===== config.mk =====
export PLATFORM = sky130hd
export DESIGN_NAME = fpa_post
export DESIGN_NICKNAME = d
export VERILOG_FILES = /design/src/fpa_pkg.sv /design/src/fpa_post.sv
export SDC_FILE = /design/constraint.sdc
export NUM_CORES = 1
export LEC_CHECK = 0
export BUFFER_PORTS_ARGS = -buffer_cell sky130_fd_sc_hd__buf_2
export CORE_ASPECT_RATIO = 0.6
export CORE_UTILIZATION = 45
export DETAILED_ROUTE_END_ITERATION = 7
export PLACE_DENSITY = 0.72
export SLEW_MARGIN = 20
export SYNTH_ARGS = -nofsm -noshare
export SYNTH_HDL_FRONTEND = slang
export SYNTH_SLANG_ARGS = --single-unit

===== constraint.sdc =====
create_clock -name clk -period 8.5 [get_ports clk]
set_input_delay 0.85 -clock clk [delete_from_list [all_inputs] [get_ports clk]]
set_output_delay 0.85 -clock clk [all_outputs]
set_load 0.05 [all_outputs]

===== src/fpa_pkg.sv =====
`timescale 1ns / 1ps
// Package for the fixed-point ALU: opcodes, port layout, control struct
// and the saturation helper shared by the multiply and divide paths.
package fpa_pkg;

  localparam int unsigned FRAC_W_DEF     = 8;
  localparam int unsigned WORD_WIDTH_DEF = 32;

  localparam int unsigned DATA_W      = 32;
  localparam int unsigned OP_W        = 4;
  localparam int unsigned IN_TDATA_W  = 64;
  localparam int unsigned OUT_TDATA_W = 40;

  localparam int unsigned OUT_LESS_BIT    = 32;
  localparam int unsigned OUT_EQUAL_BIT   = 33;
  localparam int unsigned OUT_GREATER_BIT = 34;
  localparam int unsigned OUT_OVF_BIT     = 35;
  localparam int unsigned OUT_DZ_BIT      = 36;

  typedef enum logic [OP_W-1:0] {
    OP_ADD      = 4'd0,
    OP_SUB      = 4'd1,
    OP_MUL      = 4'd2,
    OP_DIV      = 4'd3,
    OP_CMP      = 4'd4,
    OP_MIN      = 4'd5,
    OP_MAX      = 4'd6,
    OP_INC      = 4'd7,
    OP_DEC      = 4'd8,
    OP_TO_INT   = 4'd9,
    OP_FROM_INT = 4'd10
  } op_t;

  typedef struct packed {
    logic is_div;
    logic neg;
    logic lt;
    logic eq;
    logic gt;
    logic ovf;
    logic dz;
  } ctl_t;

  typedef struct packed {
    logic [DATA_W-1:0] val;
    logic              ovf;
  } sat_t;

  // Apply sign to a magnitude, clamp to a ww-bit word, sign-extend to DATA_W
  function automatic sat_t saturate(input logic neg, input logic [63:0] q,
                                    input int unsigned ww);
    logic [63:0] wmax;
    logic [63:0] q_neg;
    sat_t        s;
    wmax  = (64'd1 << (ww - 1)) - 64'd1;
    q_neg = 64'd0 - q;
    s.ovf = 1'b0;
    if (neg) begin
      if (q > wmax + 64'd1) begin
        s.ovf = 1'b1;
        s.val = DATA_W'(~wmax);
      end else begin
        s.val = DATA_W'(q_neg);
      end
    end else if (q > wmax) begin
      s.ovf = 1'b1;
      s.val = DATA_W'(wmax);
    end else begin
      s.val = DATA_W'(q);
    end
    return s;
  endfunction

endpackage


===== src/fpa_post.sv =====
`timescale 1ns / 1ps
// Output stage of the fixed-point ALU: divide rounding and saturation, flag
// packing and the output register. Depends on fpa_pkg.
module fpa_post #(
  parameter int unsigned WORD_WIDTH = fpa_pkg::WORD_WIDTH_DEF,
  parameter int unsigned QW         = fpa_pkg::WORD_WIDTH_DEF + fpa_pkg::FRAC_W_DEF
) (
  input  logic                            clk,
  input  logic                            rst_n,
  input  logic                            adv,
  input  logic                            valid_i,
  input  fpa_pkg::ctl_t                   ctl_i,
  input  logic [fpa_pkg::DATA_W-1:0]      res_i,
  input  logic [WORD_WIDTH-1:0]           d_i,
  input  logic [WORD_WIDTH-1:0]           rem_i,
  input  logic [QW-1:0]                   nq_i,
  output logic                            out_valid,
  output logic [fpa_pkg::OUT_TDATA_W-1:0] out_data
);

  logic                            rnd;
  logic [63:0]                     q_div;
  fpa_pkg::sat_t                   sat_div;
  logic [fpa_pkg::DATA_W-1:0]      res_fin;
  logic                            ovf_fin;
  logic [fpa_pkg::OUT_TDATA_W-1:0] data_nxt;

  logic                            valid_r;
  logic [fpa_pkg::OUT_TDATA_W-1:0] data_r;

  // Round half up on positive quotients, truncate on negative ones
  assign rnd     = !ctl_i.neg && ({rem_i, 1'b0} >= {1'b0, d_i});
  assign q_div   = 64'(nq_i) + 64'(rnd);
  assign sat_div = fpa_pkg::saturate(ctl_i.neg, q_div, WORD_WIDTH);

  always_comb begin
    res_fin = res_i;
    ovf_fin = ctl_i.ovf;
    if (ctl_i.is_div) begin
      res_fin = ctl_i.dz ? '0 : sat_div.val;
      ovf_fin = !ctl_i.dz && sat_div.ovf;
    end
    data_nxt                              = '0;
    data_nxt[fpa_pkg::DATA_W-1:0]         = res_fin;
    data_nxt[fpa_pkg::OUT_LESS_BIT]       = ctl_i.lt;
    data_nxt[fpa_pkg::OUT_EQUAL_BIT]      = ctl_i.eq;
    data_nxt[fpa_pkg::OUT_GREATER_BIT]    = ctl_i.gt;
    data_nxt[fpa_pkg::OUT_OVF_BIT]        = ovf_fin;
    data_nxt[fpa_pkg::OUT_DZ_BIT]         = ctl_i.dz;
  end

  always_ff @(posedge clk) begin
    if (!rst_n) begin
      valid_r <= 1'b0;
    end else if (adv) begin
      valid_r <= valid_i;
    end
  end

  always_ff @(posedge clk) begin
    if (adv) begin
      data_r <= data_nxt;
    end
  end

  assign out_valid = valid_r;
  assign out_data  = data_r;

endmodule


* Word level (Yosys, flattened, before mapping)
Index checks and enable logic that the tools add are counted.
Word-level totals: register bits after elaboration 38, output and inout port bits 41
Operators by class: reduce and logical (&&, ||, !) cells 4, order comparisons 3, multiplexer cells 8, add/subtract/negate cells 2
Operators by type and width (count):
- 32-bit two-way mux | 4
- 40-bit by 1-bit adder with 41-bit output | 1
- 41-bit by 31-bit greater-than comparator with 1-bit output (second input constant) | 1
- 41-bit by 32-bit greater-than comparator with 1-bit output (second input constant) | 1
- 33-bit by 32-bit >= comparator with 1-bit output | 1
- 33-bit two-way mux | 1
- 1-bit by 32-bit subtractor with 32-bit output (first input constant) | 1
- 1-bit two-way mux | 3
- 1-bit logical AND | 2
- 1-bit logical NOT | 2

* Logic depth before layout (Yosys ltp)
depth in word-level cells 8, mapped depth 25, depth with buffers taken out 24

* Worst setup path after synthesis
Ideal clock, no wire load.
path kind input -> register, from input d_i[18], to register data_r (netlist bit out_data[26]), data pin, path slack 2305 ps, stages 25, arrival time 6025 ps, path buffers 1, path through inv_1 ha_1 a21o_1 a21o_1 a21o_1 a21o_1 a21o_1 a21o_1 a211o_1 a31oi_1 o21ai_0 ha_1 ha_1 inv_1 ha_1 or4b_2 o31ai_1 nor2b_1 o21a_1 nand4b_1 or4_1 a21o_1 a21o_1 clkbuf_1 o32ai_2
On the way: longest elaborated chain between the ends 8
RTL lines:
- start, declared | line fpa_post.sv:14 | input logic [WORD_WIDTH-1:0] d_i,
- 33-bit by 32-bit >= comparator with 1-bit output * | line fpa_post.sv:32 | assign rnd = !ctl_i.neg && ({rem_i, 1'b0} >= {1'b0, d_i});
- 1-bit logical AND * | line fpa_post.sv:32
- 40-bit by 1-bit adder with 41-bit output * | line fpa_post.sv:33 | assign q_div = 64'(nq_i) + 64'(rnd);
- 41-bit by 31-bit greater-than comparator with 1-bit output (tied with other cells) | line fpa_pkg.sv:65 | end else if (q > wmax) begin
- 32-bit two-way mux (on tied branches) | line fpa_pkg.sv:65, fpa_pkg.sv:59
- 33-bit two-way mux * | line fpa_pkg.sv:58 | if (neg) begin
- 32-bit two-way mux * | line fpa_post.sv:40 | res_fin = ctl_i.dz ? '0 : sat_div.val;
- 32-bit two-way mux * | line fpa_post.sv:39 | if (ctl_i.is_div) begin
- via res_fin, one bit | line fpa_post.sv:24 | logic [fpa_pkg::DATA_W-1:0] res_fin;
- end signal, assigned | line fpa_post.sv:62 | data_r <= data_nxt;
- end, declared | line fpa_post.sv:29 | logic [fpa_pkg::OUT_TDATA_W-1:0] data_r;
The timed path passes the listed nets; every way through them passes the cells marked *. A chain may end at the register's enable or synchronous reset.

* Worst setup path in the final report
from input d_i[24], to register data_r (netlist bit out_data[14]), data pin
Same word-level chain as after synthesis.

==> results <==
- The flow ran to the end, and the final reports show no timing, DRC or antenna violations.
- The clock arrives with 0 ps of skew.
- The first TritonRoute pass finished after 7 iterations.
- The count of hold-fix buffers inserted at cts is 0.
- The switching portion of total power is 33.76%.
- The combined flip-flop and latch cell area is 1131 sq um.
- The post-cts gate resize count is 0.
- By startpoint and endpoint, the worst setup path is classified as in -> reg.
- Clock-pin slew was measured on the worst setup and hold paths at 60 ps.
- The first global-routing pass estimated 25.85 mm of wire.
- The horizontal die dimension is 137.3 um.
- The net count of the finished layout is 945.
- The number of failing hold endpoints at the final stage was 0.
- For the worst setup path, the data required time is 8600 ps.
- The final estimated routing congestion in global placement is 0.9215.
- Dividing the synthesized area by the synthesized cell count gives 8.156 sq um.
- Timing would allow up to 144.2 MHz.
- The TritonCTS clock tree is done.
- The TritonCTS sink count is 38.
- The tree is rooted in a clkbuf_16.
- The final clock period utilization by the worst path is 81.57%.
- Detailed placement finished with a half-perimeter wire length of 13.17 mm.
- In this run, synthesis inferred 37 flip-flops with an integrated enable.
- The portion of total power attributed to sequential cells is 31.2%.
- The path class of the lowest-slack min-delay path is reg -> reg.
- In this run the post-CTS setup repair buffer count came out at 0.
- For the worst-skew pair, the clock arrives at the later sink with an insertion delay of 280 ps.
- In this run the tightest slew margin relative to its limit is 33.55%.
- The total chip power is 0.7365 mW.
- The number of different library cells in the post-synthesis netlist is 70.
- The final worst hold slack is 520.6 ps.
- Across the VDD grid, the largest voltage drop is 0.1115 mV.
- The setup-violating endpoint count in the final report is 0.
- Of the total power, the clock network draws 33.9%.
- Summed over all cells, the static leakage comes to 2.605 nW.
- Of the synthesized area, sequential elements account for 22.89%.
- The area of the core is 10,630 sq um.
- Clock tree synthesis inserted a total of 5 buffers.
- The smallest clock period supported by the final layout is computed as 6933 ps.
- The H-tree was split into 2 levels.
- The part of the total power dissipated in combinational logic is 34.9%.
- The Yosys step of the flow raised 0 warnings.
- From bottom edge to top edge, the die measures 83.18 um.
- Internal power comes to 0.4879 mW.
- The total of flip-flops plus latches after synthesis is 38.
- STA classifies the critical path endpoint as a register.
- The net load switching power is 0.2486 mW.
- After detailed routing, the number of vias per cell comes to 6.178.
- In the synthesized netlist the dominant register cell turns out to be edfxtp_1.
- Summed over all layers, the routed wires come to 16.59 mm.
- Synthesis produced 606 cells.
- The number of pins with negative max-slew slack in the final report is 0.
- The worst-case clock buffer depth is 2.
- The critical path launch point type is an input port.
- The count of filler cells inserted in the layout is 969.
- Row generation in the floorplan step produced 29 rows.
- The largest net degree at the start of global routing is 46.
- The area enclosed by the die boundary is 11,420 sq um.
- The initial antenna violation count is 1.
- The worst-path maximum fanout is 13.
- Dividing total power by cell area gives a power density of 121.6 nW/um^2.
- The transition at the pin with the smallest max-transition slack is 995.7 ps.
- In the global route stage, overall resource usage came out at 29.16%.
- The number of ports placed on the die boundary is 188.
- In this run the remaining antenna-violating nets after routing total 0.
- The via count of the first global-routing pass came to 4,970.
- The cell area that synthesis handed to floorplanning was 4942 sq um.
- The count of unresolved DRC violations after routing is 0.
- Global routing finished with a remaining overflow of 0.
- At the worst endpoint, the arrival time is 7030 ps.
- The DRC marker count from the first detailed-route iteration is 674.
- In the final timing run, aggregate negative setup slack is 0 ps.
- The share of synthesized registers carrying an async set or reset is 0%.
- The average wire per cell in the routed design is 18.37 um.
- The number of max-cap violations is 0.
- The repair_antennas step left the layout with diodes totalling 0.
- The layout overhead on the synthesized area is 22.58%.
- The share of cells above drive strength 1 is 27.88%.
- The final core utilization is 56.98%.
- The multi-input logic area is 3446 sq um.
- The count of port buffers added during placement is 184.
- The routed layout has 5,579 vias.
- Setup repair after global routing left no endpoint under its margin.
- The effective utilization at floorplan is 46.49%.
cell families (layout without fill, tap and decap cells):
family                     Yosys count  in the layout  synth area share (%)
xor gates and xnor gates            50             50                 8.861
and+or+nand+nor                    261            261                 30.35
AOI/OAI and AO/OA                  133            133                 20.41
DFF                                 38             38                 22.89
other                                1              3               0.07588
muxes                                5              5                 1.013
adders and majority gates           35             35                 8.861
buffers and inverters               83            239                 7.544
cell type report:
class	count	area share, %
repair buffers	187	15.57
multi-input cells	487	56.88
inverters	44	2.726
well taps	139	2.871
flip-flops and latches	38	18.67
clock inverters	2	0.9913
clock buffers	6	2.292
power groups by stage:
stage	logic, mW	clock network [mW]	registers, mW
detailed placement	0.252	0	0.234
global route	0.278	0.259	0.231
floorplan	0.108	0	0.292
CTS	0.254	0.250	0.230
global placement	0.246	0	0.233
finish	0.257	0.250	0.230
worst max-delay path, cell delays in order:
cell	delay [ps]
buf_2	70
inv_1	30
ha_1	310
nand4_1	180
nor3_1	380
nand3_1	140
nor3_1	260
nor2_1	60
nand2_1	100
a31oi_1	90
o21ai_0	100
ha_1	350
nand4_1	530
nor2_1	740
nand4_1	200
xor2_1	560
nand4_1	480
or4_1	680
a21o_1	230
a21o_1	330
o32ai_1	340
placed cells by master (no fill, tap or decap), types with 5 or more instances in the layout:
master	n
nor2b_1	5
nor3_1	18
a31oi_1	11
a211oi_1	6
clkbuf_16	5
o31ai_1	11
o2bb2ai_1	9
a32o_1	19
xor2_1	16
and4_1	5
or3_1	11
o21a_1	6
xnor2_1	34
ha_1	35
o21ai_0	16
a21o_1	15
or4_1	6
nor2_1	34
inv_1	44
mux2i_1	5
nand4_1	23
edfxtp_1	37
nor4_1	20
nand3_1	26
nand3b_1	17
buf_2	184
and3_1	10
nand2_1	52
a21oi_1	11
registers in the layout, summed over array words and instances (netlist names):
| name | cells |
|---|---|
| out_data | 37 |
| out_valid | 1 |
cell usage after synthesis, drive strengths merged, types with 2 or more instances:
| cell type | count | share of area [%] |
|---|---|---|
| mux2i | 5 | 1.0 |
| or2 | 5 | 0.63 |
| nand3 | 27 | 2.8 |
| a32o | 19 | 3.8 |
| nor3b | 4 | 0.61 |
| nor2b | 5 | 0.63 |
| a21o | 15 | 2.3 |
| a21boi | 2 | 0.30 |
| and3b | 2 | 0.35 |
| o31ai | 11 | 1.7 |
| inv | 44 | 3.3 |
| nor3 | 18 | 1.8 |
| nand2b | 3 | 0.38 |
| clkbuf | 20 | 1.5 |
| o31a | 2 | 0.35 |
| a41oi | 2 | 0.35 |
| and3 | 11 | 1.4 |
| o21a | 6 | 0.91 |
| o21ai | 17 | 1.7 |
| o2111ai | 2 | 0.35 |
| xnor2 | 34 | 6.0 |
| and4 | 5 | 0.89 |
| buf | 19 | 2.7 |
| edfxtp | 37 | 22 |
| nor2 | 34 | 2.6 |
| a31oi | 11 | 1.4 |
| nor4 | 22 | 3.4 |
| or4 | 7 | 1.1 |
| nand2 | 52 | 3.9 |
| ha | 35 | 8.9 |
| o22ai | 3 | 0.38 |
| nand4 | 25 | 3.6 |
| xor2 | 16 | 2.8 |
| o2bb2ai | 9 | 1.6 |
| and2 | 5 | 0.66 |
| a21oi | 11 | 1.1 |
| a211oi | 7 | 1.2 |
| o32ai | 3 | 0.68 |
| nand4b | 3 | 0.53 |
| nand3b | 17 | 2.6 |
| or3 | 12 | 1.6 |
| nor4b | 3 | 0.53 |
| o211ai | 4 | 0.61 |
path summary, 6_finish.rpt:
check | start | end | slack, ps | cells past startpoint
hold reg to reg | out_valid | out_valid | 520 | 2
setup / recovery | d_i[24] | out_data[14] | 1570 | 21
setup reg to reg | out_valid | out_valid | 7900 | 2
hold / removal | out_valid | out_valid | 520 | 2
through the flow:
stage | worst slack, ps | cells | cell area (sq um)
final | 1567 | 903 | 6058
after global routing | 1188 | 903 | 6058
after CTS | 1662 | 903 | 6058
after detailed placement | 1444 | 895 | 5859
after global placement | 1681 | 895 | 5859
after floorplan | 2305 | 608 | 4950
metal layers:
metal  vias to the layer above  routed length (um)  global-route usage [%]
li1                       2614                   -                       -
met1                      2591                8087                   45.35
met2                       356                6470                   41.09
met3                        18                1864                   5.189
met4                         0                 170                   6.094
met5                         -                   0                       0
Note: power is estimated with default switching activity, not from simulation.
