$ cat src/fpa_pkg.sv
`timescale 1ns / 1ps
// Package for the fixed-point ALU: opcodes, port layout, control struct
// and the saturation helper shared by the multiply and divide paths.
package fpa_pkg;

  localparam int unsigned FRAC_W_DEF     = 8;
  localparam int unsigned WORD_WIDTH_DEF = 32;

  localparam int unsigned DATA_W      = 32;
  localparam int unsigned OP_W        = 4;
  localparam int unsigned IN_TDATA_W  = 64;
  localparam int unsigned OUT_TDATA_W = 40;

  localparam int unsigned OUT_LESS_BIT    = 32;
  localparam int unsigned OUT_EQUAL_BIT   = 33;
  localparam int unsigned OUT_GREATER_BIT = 34;
  localparam int unsigned OUT_OVF_BIT     = 35;
  localparam int unsigned OUT_DZ_BIT      = 36;

  typedef enum logic [OP_W-1:0] {
    OP_ADD      = 4'd0,
    OP_SUB      = 4'd1,
    OP_MUL      = 4'd2,
    OP_DIV      = 4'd3,
    OP_CMP      = 4'd4,
    OP_MIN      = 4'd5,
    OP_MAX      = 4'd6,
    OP_INC      = 4'd7,
    OP_DEC      = 4'd8,
    OP_TO_INT   = 4'd9,
    OP_FROM_INT = 4'd10
  } op_t;

  typedef struct packed {
    logic is_div;
    logic neg;
    logic lt;
    logic eq;
    logic gt;
    logic ovf;
    logic dz;
  } ctl_t;

  typedef struct packed {
    logic [DATA_W-1:0] val;
    logic              ovf;
  } sat_t;

  // Apply sign to a magnitude, clamp to a ww-bit word, sign-extend to DATA_W
  function automatic sat_t saturate(input logic neg, input logic [63:0] q,
                                    input int unsigned ww);
    logic [63:0] wmax;
    logic [63:0] q_neg;
    sat_t        s;
    wmax  = (64'd1 << (ww - 1)) - 64'd1;
    q_neg = 64'd0 - q;
    s.ovf = 1'b0;
    if (neg) begin
      if (q > wmax + 64'd1) begin
        s.ovf = 1'b1;
        s.val = DATA_W'(~wmax);
      end else begin
        s.val = DATA_W'(q_neg);
      end
    end else if (q > wmax) begin
      s.ovf = 1'b1;
      s.val = DATA_W'(wmax);
    end else begin
      s.val = DATA_W'(q);
    end
    return s;
  endfunction

endpackage

$ cat src/fpa_prep.sv
`timescale 1ns / 1ps
// Front stages of the fixed-point ALU: operand decode, simple ops, the
// multiplier and its rounding. Depends on fpa_pkg.
module fpa_prep #(
  parameter int unsigned WORD_WIDTH = fpa_pkg::WORD_WIDTH_DEF,
  parameter int unsigned FRAC_W     = fpa_pkg::FRAC_W_DEF
) (
  input  logic                         clk,
  input  logic                         rst_n,
  input  logic                         adv,
  input  logic                         in_valid,
  output logic                         in_ready,
  input  logic [fpa_pkg::OP_W-1:0]     op,
  input  logic [fpa_pkg::DATA_W-1:0]   a,
  input  logic [fpa_pkg::DATA_W-1:0]   b,
  output logic                         valid_o,
  output fpa_pkg::ctl_t                ctl_o,
  output logic [fpa_pkg::DATA_W-1:0]   res_o,
  output logic [WORD_WIDTH-1:0]        d_o,
  output logic [WORD_WIDTH+FRAC_W-1:0] nq_o
);

  localparam int unsigned QW = WORD_WIDTH + FRAC_W;
  localparam int unsigned PW = 2 * WORD_WIDTH;
  localparam logic [PW:0] HALF = (PW + 1)'(1) << (FRAC_W - 1);

  logic [WORD_WIDTH-1:0]        au, bu;
  logic signed [WORD_WIDTH-1:0] a_s, b_s;
  logic [WORD_WIDTH-1:0]        mag_a, mag_b;
  logic [PW-1:0]                prod_c;
  logic [WORD_WIDTH-1:0]        res_u;
  fpa_pkg::ctl_t                ctl_c;
  logic                         mul_c;

  logic                         va_r;
  fpa_pkg::ctl_t                ctl_a_r;
  logic                         mul_a_r;
  logic [fpa_pkg::DATA_W-1:0]   res_a_r;
  logic [PW-1:0]                prod_a_r;
  logic [WORD_WIDTH-1:0]        maga_r, magb_r;

  logic [PW:0]                  psum;
  logic [63:0]                  q_mul;
  fpa_pkg::sat_t                sat_mul;
  fpa_pkg::ctl_t                ctl_b_nxt;

  logic                         vb_r;
  fpa_pkg::ctl_t                ctl_b_r;
  logic [fpa_pkg::DATA_W-1:0]   res_b_r;
  logic [WORD_WIDTH-1:0]        d_r;
  logic [QW-1:0]                nq_r;

  assign au    = a[WORD_WIDTH-1:0];
  assign bu    = b[WORD_WIDTH-1:0];
  assign a_s   = $signed(au);
  assign b_s   = $signed(bu);
  assign mag_a = au[WORD_WIDTH-1] ? (~au + WORD_WIDTH'(1)) : au;
  assign mag_b = bu[WORD_WIDTH-1] ? (~bu + WORD_WIDTH'(1)) : bu;
  assign prod_c = PW'(mag_a) * PW'(mag_b);

  always_comb begin
    res_u      = '0;
    mul_c      = 1'b0;
    ctl_c      = '0;
    ctl_c.neg  = au[WORD_WIDTH-1] ^ bu[WORD_WIDTH-1];
    case (op)
      fpa_pkg::OP_ADD:      res_u = au + bu;
      fpa_pkg::OP_SUB:      res_u = au - bu;
      fpa_pkg::OP_MUL:      mul_c = 1'b1;
      fpa_pkg::OP_DIV: begin
        ctl_c.is_div = 1'b1;
        ctl_c.dz     = (bu == '0);
      end
      fpa_pkg::OP_CMP: begin
        ctl_c.lt = (a_s < b_s);
        ctl_c.eq = (a_s == b_s);
        ctl_c.gt = (a_s > b_s);
      end
      fpa_pkg::OP_MIN:      res_u = (a_s <= b_s) ? au : bu;
      fpa_pkg::OP_MAX:      res_u = (a_s >= b_s) ? au : bu;
      fpa_pkg::OP_INC:      res_u = au + WORD_WIDTH'(1);
      fpa_pkg::OP_DEC:      res_u = au - WORD_WIDTH'(1);
      fpa_pkg::OP_TO_INT:   res_u = a_s >>> FRAC_W;
      fpa_pkg::OP_FROM_INT: res_u = au << FRAC_W;
      default:              res_u = '0;
    endcase
  end

  assign in_ready = adv || !va_r;

  always_ff @(posedge clk) begin
    if (!rst_n) begin
      va_r <= 1'b0;
    end else if (in_ready) begin
      va_r <= in_valid;
    end
  end

  always_ff @(posedge clk) begin
    if (in_ready) begin
      ctl_a_r  <= ctl_c;
      mul_a_r  <= mul_c;
      res_a_r  <= fpa_pkg::DATA_W'($signed(res_u));
      prod_a_r <= prod_c;
      maga_r   <= mag_a;
      magb_r   <= mag_b;
    end
  end

  // Round half up on positive products, truncate on negative ones
  assign psum    = {1'b0, prod_a_r} + (ctl_a_r.neg ? '0 : HALF);
  assign q_mul   = 64'(psum >> FRAC_W);
  assign sat_mul = fpa_pkg::saturate(ctl_a_r.neg, q_mul, WORD_WIDTH);

  always_comb begin
    ctl_b_nxt     = ctl_a_r;
    ctl_b_nxt.ovf = mul_a_r && sat_mul.ovf;
  end

  always_ff @(posedge clk) begin
    if (!rst_n) begin
      vb_r <= 1'b0;
    end else if (adv) begin
      vb_r <= va_r;
    end
  end

  always_ff @(posedge clk) begin
    if (adv) begin
      ctl_b_r <= ctl_b_nxt;
      res_b_r <= mul_a_r ? sat_mul.val : res_a_r;
      d_r     <= magb_r;
      nq_r    <= {maga_r, FRAC_W'(0)};
    end
  end

  assign valid_o = vb_r;
  assign ctl_o   = ctl_b_r;
  assign res_o   = res_b_r;
  assign d_o     = d_r;
  assign nq_o    = nq_r;

endmodule

$ cat config.mk
export PLATFORM = sky130hd
export DESIGN_NAME = fpa_prep
export DESIGN_NICKNAME = d
export VERILOG_FILES = /design/src/fpa_pkg.sv /design/src/fpa_prep.sv
export SDC_FILE = /design/constraint.sdc
export NUM_CORES = 2
export LEC_CHECK = 0
export BUFFER_PORTS_ARGS = -buffer_cell sky130_fd_sc_hd__buf_2
export CAP_MARGIN = 30
export CORE_MARGIN = 2
export CORE_UTILIZATION = 65
export CTS_CLUSTER_SIZE = 8
export DETAILED_ROUTE_END_ITERATION = 12
export PLACE_DENSITY = 0.83
export SYNTH_ARGS = -nofsm -noshare
export SYNTH_HDL_FRONTEND = slang
export SYNTH_SLANG_ARGS = --single-unit
$ cat constraint.sdc
create_clock -name clk -period 27.4 [get_ports clk]
set_clock_uncertainty 0.2 [all_clocks]
set_input_delay 5.48 -clock clk [delete_from_list [all_inputs] [get_ports clk]]
set_output_delay 5.48 -clock clk [all_outputs]
set_load 0.05 [all_outputs]
Yosys cells after proc, flatten, opt, wreduce, memory -nomap -nowiden

Index checks and enable logic that the tools add are counted.

Register bits after elaboration: 272
Output and inout port bits: 113
Word-level logic and storage cells: 71

Add/subtract/negate cells: 8
Multiply operators: 1
Magnitude comparators: 6
Equality and inequality tests: 11
Muxes and demuxes: 14
Bitwise gates (word level): 3
Reduce and logical (&&, ||, !) cells: 5

Operators with widths:

| operator                                                                | number |
|---|---|
| 32-bit one-hot mux with 8 select lines                                  | 1 |
| 32-bit two-way mux                                                      | 7 |
| 32-bit by 1-bit adder with 32-bit output (second input constant)        | 3 |
| 64-bit by 8-bit adder with 65-bit output                                | 1 |
| 32-bit by 32-bit multiplier with 64-bit output                          | 1 |
| 32-bit inverter                                                         | 2 |
| 57-bit by 31-bit > comparator with 1-bit output (second input constant) | 1 |
| 57-bit by 32-bit > comparator with 1-bit output (second input constant) | 1 |
| 33-bit two-way mux                                                      | 1 |
| 32-bit adder                                                            | 1 |
| 32-bit == test                                                          | 1 |
| 32-bit >= comparator                                                    | 1 |
| 32-bit > comparator                                                     | 1 |
| 32-bit less-or-equal comparator                                         | 1 |
| 32-bit logical NOT                                                      | 1 |
| 32-bit less-than comparator                                             | 1 |
| 1-bit by 32-bit subtractor with 32-bit output (first input constant)    | 1 |
| 32-bit by 1-bit subtractor with 32-bit output (second input constant)   | 1 |
| 32-bit subtractor                                                       | 1 |
| 4-bit by 3-bit == test with 1-bit output (second input constant)        | 4 |
| 4-bit == test (second input constant)                                   | 3 |
| 4-bit by 2-bit == test with 1-bit output (second input constant)        | 2 |
| 8-bit two-way mux                                                       | 1 |
| 4-bit by 1-bit == test with 1-bit output (second input constant)        | 1 |
| other kinds (6)                                                         | 9 |

Longest topological paths before layout

Depth in word-level cells: 6
Mapped depth: 41

Least setup slack after synthesis

OpenSTA, ideal clock, no wires.

Kind: in2reg
Start: input b[0] in the netlist's numbering
End: register prod_a_r[58], data pin
Library setup time: 265 ps
Arrival: 15479 ps
Path slack: 11456 ps
Stages on the path: 36
Buffers on the path: 2
Cell sequence: inv_1 clkbuf_1 ha_1 nand3_1 or3_1 or3_1 or4_1 nand4b_1 nand2b_1 o21ai_0 xnor2_1 clkbuf_1 nor2_1 fa_1 inv_1 fa_1 inv_1 fa_1 fa_1 fa_1 fa_1 fa_1 inv_1 fa_1 inv_1 ha_1 a21o_1 a211oi_1 a31o_2 nand3_1 o21ai_0 o2111ai_1 a31oi_1 nand2b_1 o21ai_0 xor2_1

Longest elaborated chain between the ends: 4

RTL lines:

| element                                          | RTL line        | source |
|---|---|---|
| start, declared                                  | fpa_prep.sv:15  | `input logic [fpa_pkg::DATA_W-1:0] b,` |
| 32-bit inverter                                  | fpa_prep.sv:58  | `assign mag_b = bu[WORD_WIDTH-1] ? (~bu + WORD_WIDTH'(1)) : bu;` |
| 32-bit by 1-bit adder with 32-bit output         | fpa_prep.sv:58  |  |
| 32-bit two-way mux *                             | fpa_prep.sv:58  |  |
| 32-bit by 32-bit multiplier with 64-bit output * | fpa_prep.sv:59  | `assign prod_c = PW'(mag_a) * PW'(mag_b);` |
| named net prod_c[58]                             | fpa_prep.sv:30  | `logic [PW-1:0] prod_c;` |
| end signal, assigned                             | fpa_prep.sv:104 | `prod_a_r <= prod_c;` |
| end, declared                                    | fpa_prep.sv:39  | `logic [PW-1:0] prod_a_r;` |

Mark *: on every way through the listed nets, which the timed path passes. The rest lies on a longest branch.
A chain may end at the register's enable or synchronous reset.

Final worst setup path

Start: input b[0] in the netlist's numbering
End: register prod_a_r[63], data pin

The elaborated chain is that of the path after synthesis.

==> results.cfg <==
[outcome]
outcome = complete, no violations

[clocking]
cts_hold_buf = 0
ctsResizeCount = 0
numCtsBuffers = 40
clockRootBuffer = clkbuf_16
cts_tree = yes
htree_levels = 2
post-cts-setup-buffers = 0
clock-sinks = 265
cts_buffer_depth = 3
clock_latency_ns = 0.59
clk_pin_slew_worst_paths_ns = 0.06

[routing]
ant_nets = 0
post_drt_wl_per_cell_um = 26.1
routed_via_density = 6.44
drc = 0
vias = 41700
routed_wl_um = 169000
first_iter_violations = 5083
drtPass1Iterations = 11

[placed_design]
dp_slack_ns = 9.65
placedCellCount = 6405
hpwl_um = 125000
place_congestion = 1.04
portBuffers = 176

[synth]
synth_ff_type = edfxtp_1
synth_top_cell_by_area = fa_1
async_flop_share = 0
avgSynthCellArea_um2 = 9.10
yosys_warnings = 0
synth_top_area_frac = 0.365
synthTopCellsByArea = fa_1 36%, edfxtp_1 16%, ha_1 8.4%
syn_area_mm2 = 0.0492
ys_seq_area_frac = 0.161
synth_cells = 5413
synth_cell_types = 93
synth_edf_count = 263
ys_ff_latch = 265

[worst_setup_path]
r2r_start = ctl_a_r[5]$_DFFE_PP_
rr_endpoint = res_o[29]$_DFFE_PP_
cp_slowest_cell = clkinv_1
cp_common_cell = fa_1
critPathKind = input port to register
required_ns = 27.51
rrSetupSlack_ns = 21.20
cp.arrival_ns = 17.58
crit_path_max_fanout = 26
cp-start-kind = input port
cpPeakStageDelay_ns = 0.68
endpoint_kind = register
r2r_cells = 12

[flow_run]
cap_violations = 0

[global_route]
antenna_found_initial = 9
track_usage = 0.443
grt_pass1_vias = 43400
grt_pass1_wl_um = 255000
grt_max_degree = 66
overflow = 0

[finish]
fill_cells = 5682
final_cell_mix = 1013 x inv_1, 897 x fa_1, 664 x nand2_1
final_common_cell = inv_1
fin_cells = 6468
nets = 6777
syn_to_final_growth_pct = 6.77
drive_above_1_share = 0.0767

[sta]
min_period_over_period = 0.637
setup_slack_ns = 9.94
rsz0062_at_grt = false
finalSetupViolations = 0
hold_viol_final = 0
final.setup.tns_ns = 0
relSlewSlack = 0.222
min_period_ns = 17.46
drv_slew = 0
worst_pin_slew_ns = 1.16
fmax_mhz = 57.3

[min_path]
hold_path_class = register to register
holdPathEnd = nq_o[9]$_DFFE_PP_
hold_start = maga_r[1]$_DFFE_PP_
min_path_cells = 0

[die]
fp.dieW_um = 279
die_h_um = 279
core_area_mm2 = 0.0747
io_pins = 185
rows = 100
start_util = 0.659
die_area_mm2 = 0.0780
-- cell usage after synthesis (33+ instances only) --
cell type / instances
xnor2_1: 164
o21a_1: 33
ha_1: 329
a21oi_1: 153
fa_1: 897
clkbuf_1: 227
nor2_1: 649
xor2_1: 73
nand4_1: 48
a21o_1: 64
o21ai_0: 138
nor3_1: 44
and2_1: 44
edfxtp_1: 263
nand2_1: 664
inv_1: 1013
nand3_1: 63
mux2i_1: 37
-- flip-flops by register name, indices dropped and copies added (netlist names), 6 cells and up --
register,cells
ctl_o,7
magb_r,32
maga_r,32
res_o,32
ctl_a_r,6
res_a_r,32
nq_o,32
d_o,32
prod_a_r,57
-- worst max-delay path by stage --
stage	slack, ns	end	start
floorplan	11.46	prod_a_r[58]$_DFFE_PP_	b[0]
global placement	9.92	prod_a_r[63]$_DFFE_PP_	b[0]
detailed placement	9.65	prod_a_r[63]$_DFFE_PP_	b[0]
CTS	10.21	prod_a_r[63]$_DFFE_PP_	b[0]
global route	9.54	prod_a_r[63]$_DFFE_PP_	b[0]
finish	9.94	prod_a_r[63]$_DFFE_PP_	b[0]
-- worst max-delay path, delay by kind of cell --
family | cells | cell delay [ns]
AND/OR/NAND/NOR | 12 | 3.47
XOR/XNOR | 2 | 0.30
buffers and inverters | 8 | 2.16
AO/OA/AOI/OAI | 6 | 1.43
adder cells (fa/ha/maj) | 10 | 4.69
-- layer usage --
metal,vias to the layer above,global-route usage,share of wire,routed length [µm]
li1,17200,-,-,-
met1,20200,0.540,0.33,56000
met2,3225,0.658,0.43,72000
met3,1090,0.166,0.15,25400
met4,0,0.301,0.090,15200
met5,-,0,0,0
-- cell families (layout without fill, tap and decap cells) --
family                   count (synthesis)  in the layout  synth area share
XOR/XNOR                               242            242            0.0438
adder cells (fa/ha/maj)               1226           1226             0.448
AO/OA/AOI/OAI                          637            637            0.0864
other                                    1             15         0.0000762
flip-flops                             265            265             0.161
AND/OR/NAND/NOR                       1700           1700             0.150
multiplexers                            46             46           0.00958
buffers and inverters                 1296           1368             0.101
-- metrics by stage --
| step | hold WS (ns) | utilization | area [µm²] |
|---|---|---|---|
| after detailed placement | 0.205 | 0.688 | 51400 |
| after global routing | 0.208 | 0.704 | 52600 |
| after CTS | 0.204 | 0.703 | 52500 |
| after global placement | 0.201 | 0.687 | 51300 |
| after floorplan | 0.200 | - | 49300 |
| final | 0.210 | 0.704 | 52600 |
-- cell type report --
class                      instances  area [µm²]  share of cell area
antenna                            7        17.5            0.000333
sequential                       265        7940               0.151
multi-input combinational       3859       36700               0.698
timing repair buffer             279        1700              0.0323
clock inverter                     7         111             0.00212
inverter                        1034        3890              0.0739
tap                              969        1210              0.0231
clock buffer                      48        1030              0.0196
Power is left out: the tool's default activity adds up to more than one toggle a clock period on the data nets, which glitch-free logic cannot reach.
