**config.mk**
```make
export PLATFORM = sky130hd
export DESIGN_NAME = fpa_div_cell
export DESIGN_NICKNAME = d
export VERILOG_FILES = /design/src/fpa_pkg.sv /design/src/fpa_div_cell.sv
export SDC_FILE = /design/constraint.sdc
export NUM_CORES = 1
export LEC_CHECK = 0
export BUFFER_PORTS_ARGS = -buffer_cell sky130_fd_sc_hd__buf_2
export CAP_MARGIN = 20
export CORE_MARGIN = 2
export CORE_UTILIZATION = 44
export CTS_BUF_LIST = sky130_fd_sc_hd__clkbuf_2
export DETAILED_ROUTE_END_ITERATION = 16
export HOLD_SLACK_MARGIN = 0.15
export PLACE_DENSITY = 0.84
export SLEW_MARGIN = 5
export SYNTH_ARGS = -nofsm -noshare
export SYNTH_HDL_FRONTEND = slang
export SYNTH_SLANG_ARGS = --single-unit
```
**constraint.sdc**
```tcl
create_clock -name clk -period 3.6 [get_ports clk]
set_input_delay 0.72 -clock clk [delete_from_list [all_inputs] [get_ports clk]]
set_output_delay 0.72 -clock clk [all_outputs]
set_load 0.03 [all_outputs]
```
**src/fpa_pkg.sv**
```systemverilog
`timescale 1ns / 1ps
// Package for the fixed-point ALU: opcodes, port layout, control struct
// and the saturation helper shared by the multiply and divide paths.
package fpa_pkg;

  localparam int unsigned FRAC_W_DEF     = 8;
  localparam int unsigned WORD_WIDTH_DEF = 32;

  localparam int unsigned DATA_W      = 32;
  localparam int unsigned OP_W        = 4;
  localparam int unsigned IN_TDATA_W  = 64;
  localparam int unsigned OUT_TDATA_W = 40;

  localparam int unsigned OUT_LESS_BIT    = 32;
  localparam int unsigned OUT_EQUAL_BIT   = 33;
  localparam int unsigned OUT_GREATER_BIT = 34;
  localparam int unsigned OUT_OVF_BIT     = 35;
  localparam int unsigned OUT_DZ_BIT      = 36;

  typedef enum logic [OP_W-1:0] {
    OP_ADD      = 4'd0,
    OP_SUB      = 4'd1,
    OP_MUL      = 4'd2,
    OP_DIV      = 4'd3,
    OP_CMP      = 4'd4,
    OP_MIN      = 4'd5,
    OP_MAX      = 4'd6,
    OP_INC      = 4'd7,
    OP_DEC      = 4'd8,
    OP_TO_INT   = 4'd9,
    OP_FROM_INT = 4'd10
  } op_t;

  typedef struct packed {
    logic is_div;
    logic neg;
    logic lt;
    logic eq;
    logic gt;
    logic ovf;
    logic dz;
  } ctl_t;

  typedef struct packed {
    logic [DATA_W-1:0] val;
    logic              ovf;
  } sat_t;

  // Apply sign to a magnitude, clamp to a ww-bit word, sign-extend to DATA_W
  function automatic sat_t saturate(input logic neg, input logic [63:0] q,
                                    input int unsigned ww);
    logic [63:0] wmax;
    logic [63:0] q_neg;
    sat_t        s;
    wmax  = (64'd1 << (ww - 1)) - 64'd1;
    q_neg = 64'd0 - q;
    s.ovf = 1'b0;
    if (neg) begin
      if (q > wmax + 64'd1) begin
        s.ovf = 1'b1;
        s.val = DATA_W'(~wmax);
      end else begin
        s.val = DATA_W'(q_neg);
      end
    end else if (q > wmax) begin
      s.ovf = 1'b1;
      s.val = DATA_W'(wmax);
    end else begin
      s.val = DATA_W'(q);
    end
    return s;
  endfunction

endpackage

```
**src/fpa_div_cell.sv**
```systemverilog
`timescale 1ns / 1ps
// One restoring-division cell: resolve one quotient bit and pass the item on.
// Depends on fpa_pkg.
module fpa_div_cell #(
  parameter int unsigned WORD_WIDTH = fpa_pkg::WORD_WIDTH_DEF,
  parameter int unsigned QW         = fpa_pkg::WORD_WIDTH_DEF + fpa_pkg::FRAC_W_DEF
) (
  input  logic                       clk,
  input  logic                       rst_n,
  input  logic                       adv,
  input  logic                       valid_i,
  input  fpa_pkg::ctl_t              ctl_i,
  input  logic [fpa_pkg::DATA_W-1:0] res_i,
  input  logic [WORD_WIDTH-1:0]      d_i,
  input  logic [WORD_WIDTH-1:0]      rem_i,
  input  logic [QW-1:0]              nq_i,
  output logic                       valid_o,
  output fpa_pkg::ctl_t              ctl_o,
  output logic [fpa_pkg::DATA_W-1:0] res_o,
  output logic [WORD_WIDTH-1:0]      d_o,
  output logic [WORD_WIDTH-1:0]      rem_o,
  output logic [QW-1:0]              nq_o
);

  logic [WORD_WIDTH:0]        trial;
  logic [WORD_WIDTH:0]        diff;
  logic                       ge;
  logic [WORD_WIDTH-1:0]      rem_nxt;
  logic [QW-1:0]              nq_nxt;

  logic                       valid_r;
  fpa_pkg::ctl_t              ctl_r;
  logic [fpa_pkg::DATA_W-1:0] res_r;
  logic [WORD_WIDTH-1:0]      d_r;
  logic [WORD_WIDTH-1:0]      rem_r;
  logic [QW-1:0]              nq_r;

  assign trial   = {rem_i, nq_i[QW-1]};
  assign diff    = trial - {1'b0, d_i};
  assign ge      = (trial >= {1'b0, d_i});
  assign rem_nxt = ge ? diff[WORD_WIDTH-1:0] : trial[WORD_WIDTH-1:0];
  assign nq_nxt  = {nq_i[QW-2:0], ge};

  always_ff @(posedge clk) begin
    if (!rst_n) begin
      valid_r <= 1'b0;
    end else if (adv) begin
      valid_r <= valid_i;
    end
  end

  always_ff @(posedge clk) begin
    if (adv) begin
      ctl_r <= ctl_i;
      res_r <= res_i;
      d_r   <= d_i;
      rem_r <= rem_nxt;
      nq_r  <= nq_nxt;
    end
  end

  assign valid_o = valid_r;
  assign ctl_o   = ctl_r;
  assign res_o   = res_r;
  assign d_o     = d_r;
  assign rem_o   = rem_r;
  assign nq_o    = nq_r;

endmodule

```
; ---- After elaboration in Yosys (flattened, before gate mapping)
; Cells that the tools add are included.
[totals]
reg_bits = 144
latchBits = 0
ram_bits = 0
mem_bits_ro = 0
inputBits = 147
output_inout_bits = 144
wordCells = 15
memories = 0
[op_classes]
add_sub_neg = 1
mul = 0
div_mod_pow = 0
magnitude_cmp = 1
n_eq_ne = 0
shifts = 0
muxes = 1
n_bitwise = 0
reduce_logical = 0
[op_table]
columns = cell, n
row1 = $ge 33x32->1, 1
row2 = $mux 32, 1
row3 = $sub 32x32->32, 1

; ---- Depth between registers and ports, before layout
; Gate-level depths: netlist of run 1.
[logic_depth]
depth_word = 2
ltp_mapped = 13
depth_no_buf = 12

; ---- Least setup slack after synthesis of run 1
; OpenSTA, ideal clock, no wires.
[synth_path]
path_kind = in2reg
from = input d_i[7]
to = register rem_r[13] (netlist: rem_o[13]), data pin
setup_ns = 0.262
arrival_ns = 3.233
required_time_ns = 3.338
path_slack_ns = 0.105
stages = 12
path_buffers = 2
cell_sequence = inv_1 > ha_1 > buf_2 > nand4_1 > or4_1 > a21oi_1 > nor3_1 > a211oi_2 > o21ai_2 > o31ai_4 > buf_4 > mux2_1
[synth_between]
elab_chain_cells = 2
elab_cells_between_ends = 3
classes_between = 1 x add/sub / 1 x order compare / 1 x mux
[synth_rtl]
columns = element, line_no
row1 = "start, declared", fpa_div_cell.sv:14  ; input logic [WORD_WIDTH-1:0] d_i,
row2 = $sub 32x32->32 / $ge 33x32->1 (equally long branches), "fpa_div_cell.sv:39, fpa_div_cell.sv:40"
row3 = $mux 32 *, fpa_div_cell.sv:41  ; assign rem_nxt = ge ? diff[WORD_WIDTH-1:0] : trial[WORD_WIDTH-1:0];
row4 = named net rem_nxt[13], fpa_div_cell.sv:28  ; logic [WORD_WIDTH-1:0] rem_nxt;
row5 = "end signal, assigned", fpa_div_cell.sv:57  ; rem_r <= rem_nxt;
row6 = "end, declared", fpa_div_cell.sv:35  ; logic [WORD_WIDTH-1:0] rem_r;
; The timed path passes the listed nets; every way through them passes the cells marked *.
; A chain may end at the register's enable or synchronous reset.

; ---- Worst setup path after layout of run 1
[layout_path]
from = input d_i[0]
to = register rem_r[26] (netlist: rem_o[26]), data pin
; Same word-level chain as after synthesis.

==> results of run 1 <==
==> worst paths after layout <==
path                            startpoint         to  cells after the start
worst min-delay path               d_i[14]    d_o[14]                      1
worst max register to register     valid_o    valid_o                      2
worst min register to register     valid_o    valid_o                      2
worst max-delay path                d_i[0]  rem_o[26]                     14
==> area by class of cell <==
class / instances / area, um^2 / area share, %
clock inverter: 15 / 146 / 1.51
clock buffer: 17 / 85.1 / 0.877
tap: 184 / 230 / 2.37
inverter: 38 / 143 / 1.47
antenna: 1 / 2.50 / 0.0258
timing repair buffer: 425 / 2770 / 28.5
sequential: 144 / 4310 / 44.5
multi-input combinational: 290 / 2010 / 20.7
==> critical path, cell delays in order <==
cell and delay, ps:
dlygate4sd3_1 540, buf_2 130, ha_1 230, fa_1 420, nand2b_1 200, a21oi_2 160, o21ai_0 140, o311a_1 350
a31oi_2 220, a21oi_1 130, buf_4 160, o21ai_1 150, xor2_1 90, mux2_1 300
==> cells by family (layout without fill, tap and decap cells) <==
logic type               after synthesis  after routing
buffers and inverters                 55            495
XOR/XNOR                              27             27
multiplexers                          13             13
other                                  0              1
adder cells (fa/ha/maj)               33             33
AO/OA/AOI/OAI                        118            118
AND/OR/NAND/NOR                       99             99
flip-flops                           144            144
==> power by group through the flow <==
stage | Sequential [W] | Combinational, W | Clock [W]
2_1_floorplan | 0.00245 | 0.000348 | 0
3_3_place_gp | 0.00211 | 0.00107 | 0
3_5_place_dp | 0.00212 | 0.00109 | 0
4_1_cts | 0.00208 | 0.00118 | 0.000945
5_1_grt | 0.00210 | 0.00128 | 0.00103
6_report | 0.00208 | 0.00120 | 0.000946
==> stage by stage <==
step / utilization, % / hold slack (ps) / TNS [ps] / setup slack [ps] / area, um^2
5_1_grt: 66.7 / 156 / 0 / 16.4 / 9700
3_3_place_gp: 57.6 / 491 / 0 / 5.49 / 8370
4_1_cts: 66.5 / 160 / 0 / 114 / 9660
3_5_place_dp: 57.6 / 507 / -239 / -123 / 8370
2_1_floorplan: - / 640 / 0 / 105 / 6540
6_report: 66.7 / 203 / 0 / 160 / 9700
==> layer usage <==
| layer | GRT usage (%) | wire length (um) | vias to the layer above |
|---|---|---|---|
| met5 | 0 | 0 | - |
| met4 | 10.1 | 705 | 0 |
| met3 | 7.73 | 1530 | 53 |
| met2 | 44.8 | 10400 | 305 |
| met1 | 27.7 | 7580 | 2615 |
| li1 | - | - | 2674 |
==> sequential cells by signal, indices dropped and copies added (netlist names) <==
| name | cells |
|---|---|
| ctl_o | 7 |
| nq_o | 40 |
| rem_o | 32 |
| res_o | 32 |
| d_o | 32 |
| valid_o | 1 |
==> cells in the final DEF, fill, tap and decap left out, types with 3 or more instances in the layout <==
| cell | synthesis | routed |
|---|---|---|
| buf_2 | 8 | 289 |
| edfxtp_1 | 143 | 143 |
| dlygate4sd3_1 | 0 | 108 |
| a21oi_1 | 54 | 53 |
| inv_1 | 38 | 38 |
| nor2_1 | 36 | 36 |
| ha_1 | 32 | 32 |
| nand2_1 | 27 | 27 |
| buf_4 | 3 | 25 |
| clkbuf_2 | 1 | 17 |
| xnor2_1 | 16 | 16 |
| o21ai_0 | 16 | 15 |
| a21o_1 | 12 | 12 |
| xor2_1 | 11 | 11 |
| nand3_1 | 8 | 8 |
| nand4_1 | 7 | 7 |
| inv_6 | 0 | 7 |
| o21a_1 | 6 | 6 |
| mux2_2 | 6 | 6 |
| o211ai_1 | 4 | 4 |
| nor4_1 | 4 | 4 |
| nand2b_1 | 4 | 4 |
| a31oi_1 | 5 | 4 |
| mux2_1 | 4 | 4 |
| nor2b_1 | 3 | 3 |
| o21bai_1 | 3 | 3 |
| a211oi_1 | 3 | 3 |
| mux2i_1 | 3 | 3 |
==> cells in the mapped netlist (all sizes together) <==
cell type | count | area, um^2
edfxtp | 143 | 4290
nand2b | 4 | 25.0
nor4 | 4 | 25.0
and2 | 1 | 6.26
and3 | 1 | 6.26
or4 | 1 | 7.51
o22ai | 2 | 12.5
nor3 | 2 | 10.0
o41ai | 2 | 17.5
nand3b | 1 | 7.51
ha | 32 | 400
fa | 1 | 20.0
mux2 | 10 | 113
a21oi | 54 | 270
a41o | 1 | 10.0
buf | 11 | 62.6
or2 | 1 | 6.26
nor2 | 36 | 135
clkbuf | 6 | 23.8
xor2 | 11 | 96.3
nand4b | 1 | 8.76
o21a | 6 | 45.0
a211oi | 4 | 35.0
nand2 | 27 | 101
nor2b | 3 | 18.8
a2bb2oi | 2 | 17.5
xnor2 | 16 | 140
o211ai | 4 | 30.0
a211o | 2 | 17.5
mux2i | 3 | 30.0
inv | 38 | 143
nand4 | 7 | 43.8
o311a | 1 | 10.0
nand3 | 8 | 40.0
o31ai | 2 | 28.8
and4 | 2 | 17.5
o21bai | 3 | 22.5
dfxtp | 1 | 20.0
a31o | 1 | 8.76
a21o | 12 | 90.1
o21ai | 17 | 88.8
a31oi | 5 | 31.3
==> repair_timing <==
action	in CTS	in global routing
endpoints found under the hold margin	106	2
endpoints found under the setup margin	0	2
resized for setup	0	4
hold buffers	106	2
==> impl_metrics.py, run 1 <==
metrics = {
    "drt": {
        "drt_iter0_drc": 445,
        "drcViolationCount": 0,
        "via_count": 5647,
        "antenna_left": 0,
        "detail_route.wirelength_um": 20200,
        "firstDrtPassIters": 7,
        "viasPerCell": 5.07,
        "wl_per_cell_um": 18.2,
    },
    "floorplanning": {
        "core_area_um2": 14500,
        "start_util_pct": 45.0,
        "die_y_um": 126,
        "chipWidth_um": 126,
        "dieArea_um2": 15800,
        "row_count": 44,
        "pin_count": 291,
    },
    "synthesis": {
        "ys_seq_elements": 144,
        "synth_xor_area_share_pct": 3.62,
        "synth_compound_area_share_pct": 11.3,
        "synth_nets": 669,
        "syn_area_um2": 6540,
        "syn_inst": 489,
        "synth-simple-area-share_pct": 7.02,
        "synth_top_family_by_area": "compound AO/OA/AOI/OAI gates",
        "synth_adder_area_share_pct": 6.43,
        "yosysSeqAreaShare_pct": 66.0,
        "synth_mux_area_share_pct": 2.18,
        "yosysWarnings": 0,
        "syn_area_per_cell_um2": 13.4,
        "ys_types": 48,
    },
    "hold_path": {
        "min_path_type": "in -> reg",
    },
    "setup_path": {
        "cp-start-kind": "input port",
        "required_ps": 4120,
        "worst-setup-path-type": "in -> reg",
        "ff2ff_setup_slack_ps": 3000,
        "path_max_fanout": 2,
        "arrival_ps": 3960,
        "end_kind": "flip-flop",
    },
    "sta": {
        "setup_viol": 0,
        "hold_viol": 0,
        "max_slew_margin_pct": 67.5,
        "rsz0062_at_grt": "false",
        "maxSlewViolCount": 0,
        "tightest_slew_ps": 488,
        "clock_skew_ps": 0,
        "layout_min_cycle_time_ps": 3440,
        "timing.final.crit_share_pct": 95.6,
        "fmax_mhz": 291,
    },
    "placement": {
        "numPortBuffers": 290,
        "place_inst": 973,
        "hpwl_um": 13400,
        "gp_congestion": 0.846,
    },
    "cells_and_area": {
        "areaGrowthSynthToFinish_pct": 48.4,
        "final_nets": 1096,
        "drive_gt1_share_pct": 39.0,
        "stdcell_count": 1114,
        "nFillCells": 1078,
    },
    "global_route": {
        "grt_overflow_total": 0,
        "grt_max_degree": 77,
        "grt_pass1_wl_um": 30500,
        "antenna_found_initial": 1,
        "track_usage_pct": 25.1,
        "grt_pass1_vias": 5754,
    },
    "status": {
        "status": "completed",
    },
    "clocking": {
        "numCtsBuffers": 17,
        "path_clk_slew_ps": 220,
        "clock_latency_ps": 740,
        "cts-root-buf": "clkbuf_2",
        "cts_tree": "done",
        "cts_buffer_depth": 2,
        "clock-sinks": 144,
        "htree_levels": 4,
        "post_cts_buffers": 0,
    },
    "pwr": {
        "p_comb_share_pct": 28.4,
        "internal_power_w": 0.00276,
        "ir_worst_vdd_v": 0.000214,
        "p_leak_nw": 4.34,
        "swShare_pct": 34.7,
        "p_sw_w": 0.00147,
        "p_per_area_nw_per_um2": 436,
        "power_w": 0.00423,
        "power_frac_clock_pct": 22.4,
        "seqPwrFrac_pct": 49.3,
    },
    "run": {
        "max_cap_viol_count": 0,
    },
}
Power figures use the tool's default switching activity.
==> run 2, diff against run 1 <==
--- a/config.mk
+++ b/config.mk
@@ -8,11 +8,11 @@
 export BUFFER_PORTS_ARGS = -buffer_cell sky130_fd_sc_hd__buf_2
 export CAP_MARGIN = 20
 export CORE_MARGIN = 2
-export CORE_UTILIZATION = 44
+export CORE_UTILIZATION = 30
 export CTS_BUF_LIST = sky130_fd_sc_hd__clkbuf_2
 export DETAILED_ROUTE_END_ITERATION = 16
 export HOLD_SLACK_MARGIN = 0.15
-export PLACE_DENSITY = 0.84
+export PLACE_DENSITY = 0.58
 export SLEW_MARGIN = 5
 export SYNTH_ARGS = -nofsm -noshare
 export SYNTH_HDL_FRONTEND = slang
==> run 2 against run 1 <==
Against the previous run: global-route usage down 8.4 points; critical path type unchanged; power up 1.2%; wire length down 1.1%; sequential share of layout area down 0.84 points; critical endpoint is now rem_o[30]; non-clock buffer count up 7; sequential power about the same; sequential cell count unchanged; first-iteration DRC count down 47%; final area up 1.9%; cell count up 9.2%.
==> impl_metrics.py, run 2 (synthesized netlist as in run 1, its figures left out) <==
metrics = {
    "floorplanning": {
        "start_util_pct": 30.2,
        "row_count": 54,
        "dieArea_um2": 23000,
        "pin_count": 291,
        "core_area_um2": 21600,
        "chipWidth_um": 152,
        "die_y_um": 152,
    },
    "drt": {
        "firstDrtPassIters": 4,
        "wl_met3_um": 1580,
        "detail_route.wirelength_um": 20000,
        "wl_per_cell_um": 16.5,
        "routed.top_layer": "met5",
        "wl_met2_um": 9860,
        "drt_iter0_drc": 237,
        "drcViolationCount": 0,
        "via_count": 5446,
        "wl_met1_um": 8300,
        "antenna_left": 0,
        "viasPerCell": 4.47,
    },
    "setup_path": {
        "crit_top_cell": "a21oi_1",
        "arrival_ps": 4000,
        "critPathSlowestCell": "dlygate4sd3_1",
        "worst-setup-path-type": "in -> reg",
        "cp-start-kind": "input port",
        "crit_chain": "dlygate4sd3_1 -> buf_2 -> ha_1 -> fa_1 -> nand2b_1 -> a21oi_1 -> o21ai_0 -> o311a_1 -> a31oi_2 -> a21oi_1 -> o41ai_1 -> xor2_1 -> mux2_1",
        "path_max_fanout": 2,
        "max_stage_delay_ps": 530,
        "required_ps": 4120,
        "end_kind": "flip-flop",
    },
    "global_route": {
        "grt_overflow_total": 0,
        "grt_pass1_wl_um": 28800,
        "track_usage_pct": 16.6,
        "grt_pass1_vias": 5538,
        "grt_max_degree": 73,
        "antenna_found_initial": 3,
    },
    "cells_and_area": {
        "drive_gt1_share_pct": 39.1,
        "layout_commonest_cell": "buf_2",
        "areaGrowthSynthToFinish_pct": 51.2,
        "fin_area_um2": 9890,
        "layout_common_cells": "buf_2, edfxtp_1, dlygate4sd3_1, a21oi_1, inv_1",
        "largest_reg_flops": 40,
        "final_nets": 1103,
    },
    "clocking": {
        "post_cts_buffers": 0,
        "clock-sinks": 144,
        "numCtsBuffers": 17,
        "cts_tree": "done",
        "path_clk_slew_ps": 280,
        "clock_latency_ps": 700,
        "cts_buffer_depth": 2,
        "cts-root-buf": "clkbuf_2",
        "htree_levels": 4,
    },
    "status": {
        "status": "completed",
    },
    "sta": {
        "fin_ws_ps": 117,
        "fmax_mhz": 287,
        "tightest_slew_ps": 658,
        "clock_skew_ps": 0,
        "setup_viol": 0,
        "timing.final.crit_share_pct": 96.7,
        "holdWs_ps": 226,
        "max_slew_margin_pct": 56.1,
        "maxSlewViolCount": 0,
        "layout_min_cycle_time_ps": 3480,
        "rsz0062_at_grt": "false",
        "hold_viol": 0,
    },
    "placement": {
        "pre_cts_slack_ps": -176,
        "placed_area_um2": 8530,
        "hpwl_um": 14600,
        "numPortBuffers": 290,
        "gp_congestion": 0.814,
    },
    "pwr": {
        "p_per_area_nw_per_um2": 433,
        "p_leak_nw": 4.38,
        "ir_worst_vdd_v": 0.000181,
    },
    "run": {
        "max_cap_viol_count": 0,
    },
    "hold_path": {
        "min_path_type": "in -> reg",
    },
}
## run 2: repair_timing
item / 4_1_cts / 5_1_grt
gates resized for setup: 0 / 1
hold buffers: 107 / 2
setup endpoints to repair: 0 / 2
endpoints found under the hold margin: 107 / 2
## run 2: path summary, 6_finish.rpt
path,start,to,slack (ps),cells after the start
worst max-delay path,d_i[0],rem_o[30],120,13
worst min register to register,valid_o,valid_o,560,2
worst min-delay path,d_i[19],d_o[19],230,1
worst max register to register,valid_o,valid_o,2980,2
## run 2: routing by layer
layer	up-vias	global-route usage [%]
met5	-	0
met4	4	5.00
met3	24	5.45
met2	192	29.6
met1	2539	19.0
li1	2687	-
## run 2: worst max-delay path, delay by kind of cell
family | cells | cell delay (ps)
fa+ha+maj | 2 | 630
simple gates | 1 | 180
buf+inv | 2 | 660
xor+xnor | 1 | 110
mux | 1 | 310
compound gates | 6 | 1390
## run 2: final cells by class
class,instances,area [um^2]
diodes,1,2.50
multi-input cells,290,2000
well taps,280,350
inverters,38,143
clock inverters,15,170
fillers,2054,11700
repair buffers,432,2820
flip-flops and latches,144,4310
clock buffers,17,85.1
## run 2: where the power goes
part	switching, W	internal, W	leakage (nW)
Sequential	0.0000384	0.00204	1.41
Combinational	0.000744	0.000459	2.82
Clock	0.000712	0.000291	0.154
## run 2: metrics by stage
step	cells	utilization (%)	setup TNS (ps)	power (W)
6_report	1217	45.7	0	0.00428
4_1_cts	1214	45.6	0	0.00434
5_1_grt	1217	45.7	0	0.00451
3_3_place_gp	1075	39.5	-76.5	0.00321
2_1_floorplan	489	-	0	0.00280
3_5_place_dp	1075	39.5	-475	0.00322
==> run 3, diff against run 2 <==
--- a/config.mk
+++ b/config.mk
@@ -12,7 +12,7 @@
 export CTS_BUF_LIST = sky130_fd_sc_hd__clkbuf_2
 export DETAILED_ROUTE_END_ITERATION = 16
 export HOLD_SLACK_MARGIN = 0.15
-export PLACE_DENSITY = 0.58
+export PLACE_DENSITY = 0.56
 export SLEW_MARGIN = 5
 export SYNTH_ARGS = -nofsm -noshare
 export SYNTH_HDL_FRONTEND = slang
==> constraint.sdc (replaced) <==
create_clock -name clk -period 4.25 [get_ports clk]
set_input_delay 0.85 -clock clk [delete_from_list [all_inputs] [get_ports clk]]
set_output_delay 0.85 -clock clk [all_outputs]
set_load 0.03 [all_outputs]
==> run 3 against run 2 <==
Against the previous run: clock skew stayed put; register-to-register slack better by 670 ps; sequential power down 15%; via count shrank 11%; core utilization is 5.9 points lower; hold slack improved by 31 ps; worst setup slack improved by 830 ps; count of clock-buffer cells in the layout did not move; power fell by 18%; highest routed layer unchanged.
==> impl_metrics.py, run 3 (synthesized netlist as in run 1, its figures left out) <==
metrics = {
    "placement": {
        "numPortBuffers": 290,
        "hpwl_um": 14300,
        "gp_congestion": 0.811,
        "pre_cts_slack_ps": 181,
    },
    "sta": {
        "fin_ws_ps": 943,
        "rsz0062_at_grt": "false",
        "hold_viol": 0,
        "layout_min_cycle_time_ps": 3310,
        "fmax_mhz": 302,
        "tightest_slew_ps": 568,
        "setup_viol": 0,
        "setup_tns_ps": 0,
        "maxSlewViolCount": 0,
        "timing.final.crit_share_pct": 77.8,
        "clock_skew_ps": 0,
        "max_slew_margin_pct": 61.8,
        "holdWs_ps": 257,
    },
    "clocking": {
        "htree_levels": 4,
        "postCtsHoldBufs": 0,
        "numCtsBuffers": 17,
        "cts.repair.resized": 0,
        "post_cts_buffers": 0,
        "clock_latency_ps": 710,
        "cts-root-buf": "clkbuf_2",
        "cts_tree": "done",
        "cts_buffer_depth": 2,
        "clock-sinks": 144,
        "path_clk_slew_ps": 290,
    },
    "cells_and_area": {
        "layout_common_cells": "buf_2, edfxtp_1, a21oi_1, inv_1, nor2_1",
        "nFillCells": 2161,
        "post-route-util_pct": 39.8,
        "areaGrowthSynthToFinish_pct": 31.8,
        "layout_commonest_cell": "buf_2",
        "register_area_um2": 4310,
        "multiInputGateArea_um2": 1990,
        "largest_reg_flops": 40,
        "drive_gt1_share_pct": 42.6,
        "final_nets": 972,
    },
    "setup_path": {
        "arrival_ps": 3820,
        "worst-setup-path-type": "in -> reg",
        "cp-start-kind": "input port",
        "required_ps": 4760,
        "end_kind": "flip-flop",
        "path_max_fanout": 4,
    },
    "drt": {
        "detail_route.wirelength_um": 18300,
        "via_count": 4870,
        "antenna_left": 0,
        "drcViolationCount": 0,
        "viasPerCell": 4.48,
        "drt_iter0_drc": 288,
        "firstDrtPassIters": 5,
        "wl_per_cell_um": 16.8,
    },
    "pwr": {
        "ir_worst_vdd_v": 0.000125,
        "p_per_area_nw_per_um2": 408,
        "power_w": 0.00351,
        "p_leak_nw": 3.82,
    },
    "floorplanning": {
        "chipWidth_um": 152,
        "dieArea_um2": 23000,
        "pin_count": 291,
        "row_count": 54,
        "die_y_um": 152,
        "core_area_um2": 21600,
        "start_util_pct": 30.2,
    },
    "global_route": {
        "grt_pass1_wl_um": 26100,
        "grt_overflow_total": 0,
        "antenna_found_initial": 5,
        "grt_pass1_vias": 4625,
        "grt_max_degree": 53,
        "track_usage_pct": 15.3,
    },
    "run": {
        "max_cap_viol_count": 0,
    },
    "status": {
        "status": "completed",
    },
    "hold_path": {
        "min_path_type": "in -> reg",
    },
}
## run 3: cell types whose count changed in the layout (fill, tap and decap cells not counted)
cell / change
dlygate4sd3_1: -109
buf_4: -21
inv_6: -2
a31oi_1: +1
a31oi_2: -1
buf_12: -1
clkinv_4: +1
inv_8: +1
## run 3: worst paths after layout
kind | cells past startpoint | endpoint | from | slack [ps]
worst max-delay path | 13 | rem_o[30] | nq_i[39] | 940
worst min register to register | 2 | valid_o | valid_o | 540
worst max register to register | 2 | valid_o | valid_o | 3650
worst min-delay path | 1 | res_o[29] | res_i[29] | 260
## run 3: cell type report
cell class	count	area share, %
flip-flops and latches	144	50.1
multi-input cells	290	23.2
repair buffers	301	18.0
well taps	280	4.07
clock inverters	15	2.00
inverters	38	1.66
clock buffers	17	0.988
diodes	1	0.0290
## run 3: power breakdown
| group | switching, W | internal, W |
|---|---|---|
| logic | 0.000606 | 0.000300 |
| registers | 0.0000305 | 0.00172 |
| clock network | 0.000603 | 0.000248 |
## run 3: worst max-delay path, cell delays in order
cell	delay, ps
buf_2	90
inv_1	40
ha_1	200
fa_1	410
nand2b_1	190
a21oi_1	160
o21ai_0	220
o311a_1	400
a31oi_1	270
a21oi_1	200
o41ai_1	370
xor2_1	110
mux2_1	310
## run 3: routing by layer
layer / up-vias / track usage [%] / part of all wire (%) / wire, um
met2: 194 / 25.1 / 47 / 8590
met5: - / 0 / 0.31 / 57
met4: 8 / 4.21 / 1.1 / 193
li1: 2426 / - / - / -
met3: 21 / 5.78 / 9.7 / 1780
met1: 2221 / 18.8 / 42 / 7680
## run 3: through the flow
stage | cell area, um^2 | instances
6_report | 8610 | 1086
5_1_grt | 8610 | 1086
4_1_cts | 8610 | 1085
3_5_place_dp | 8350 | 1053
3_3_place_gp | 8350 | 1053
2_1_floorplan | 6540 | 489
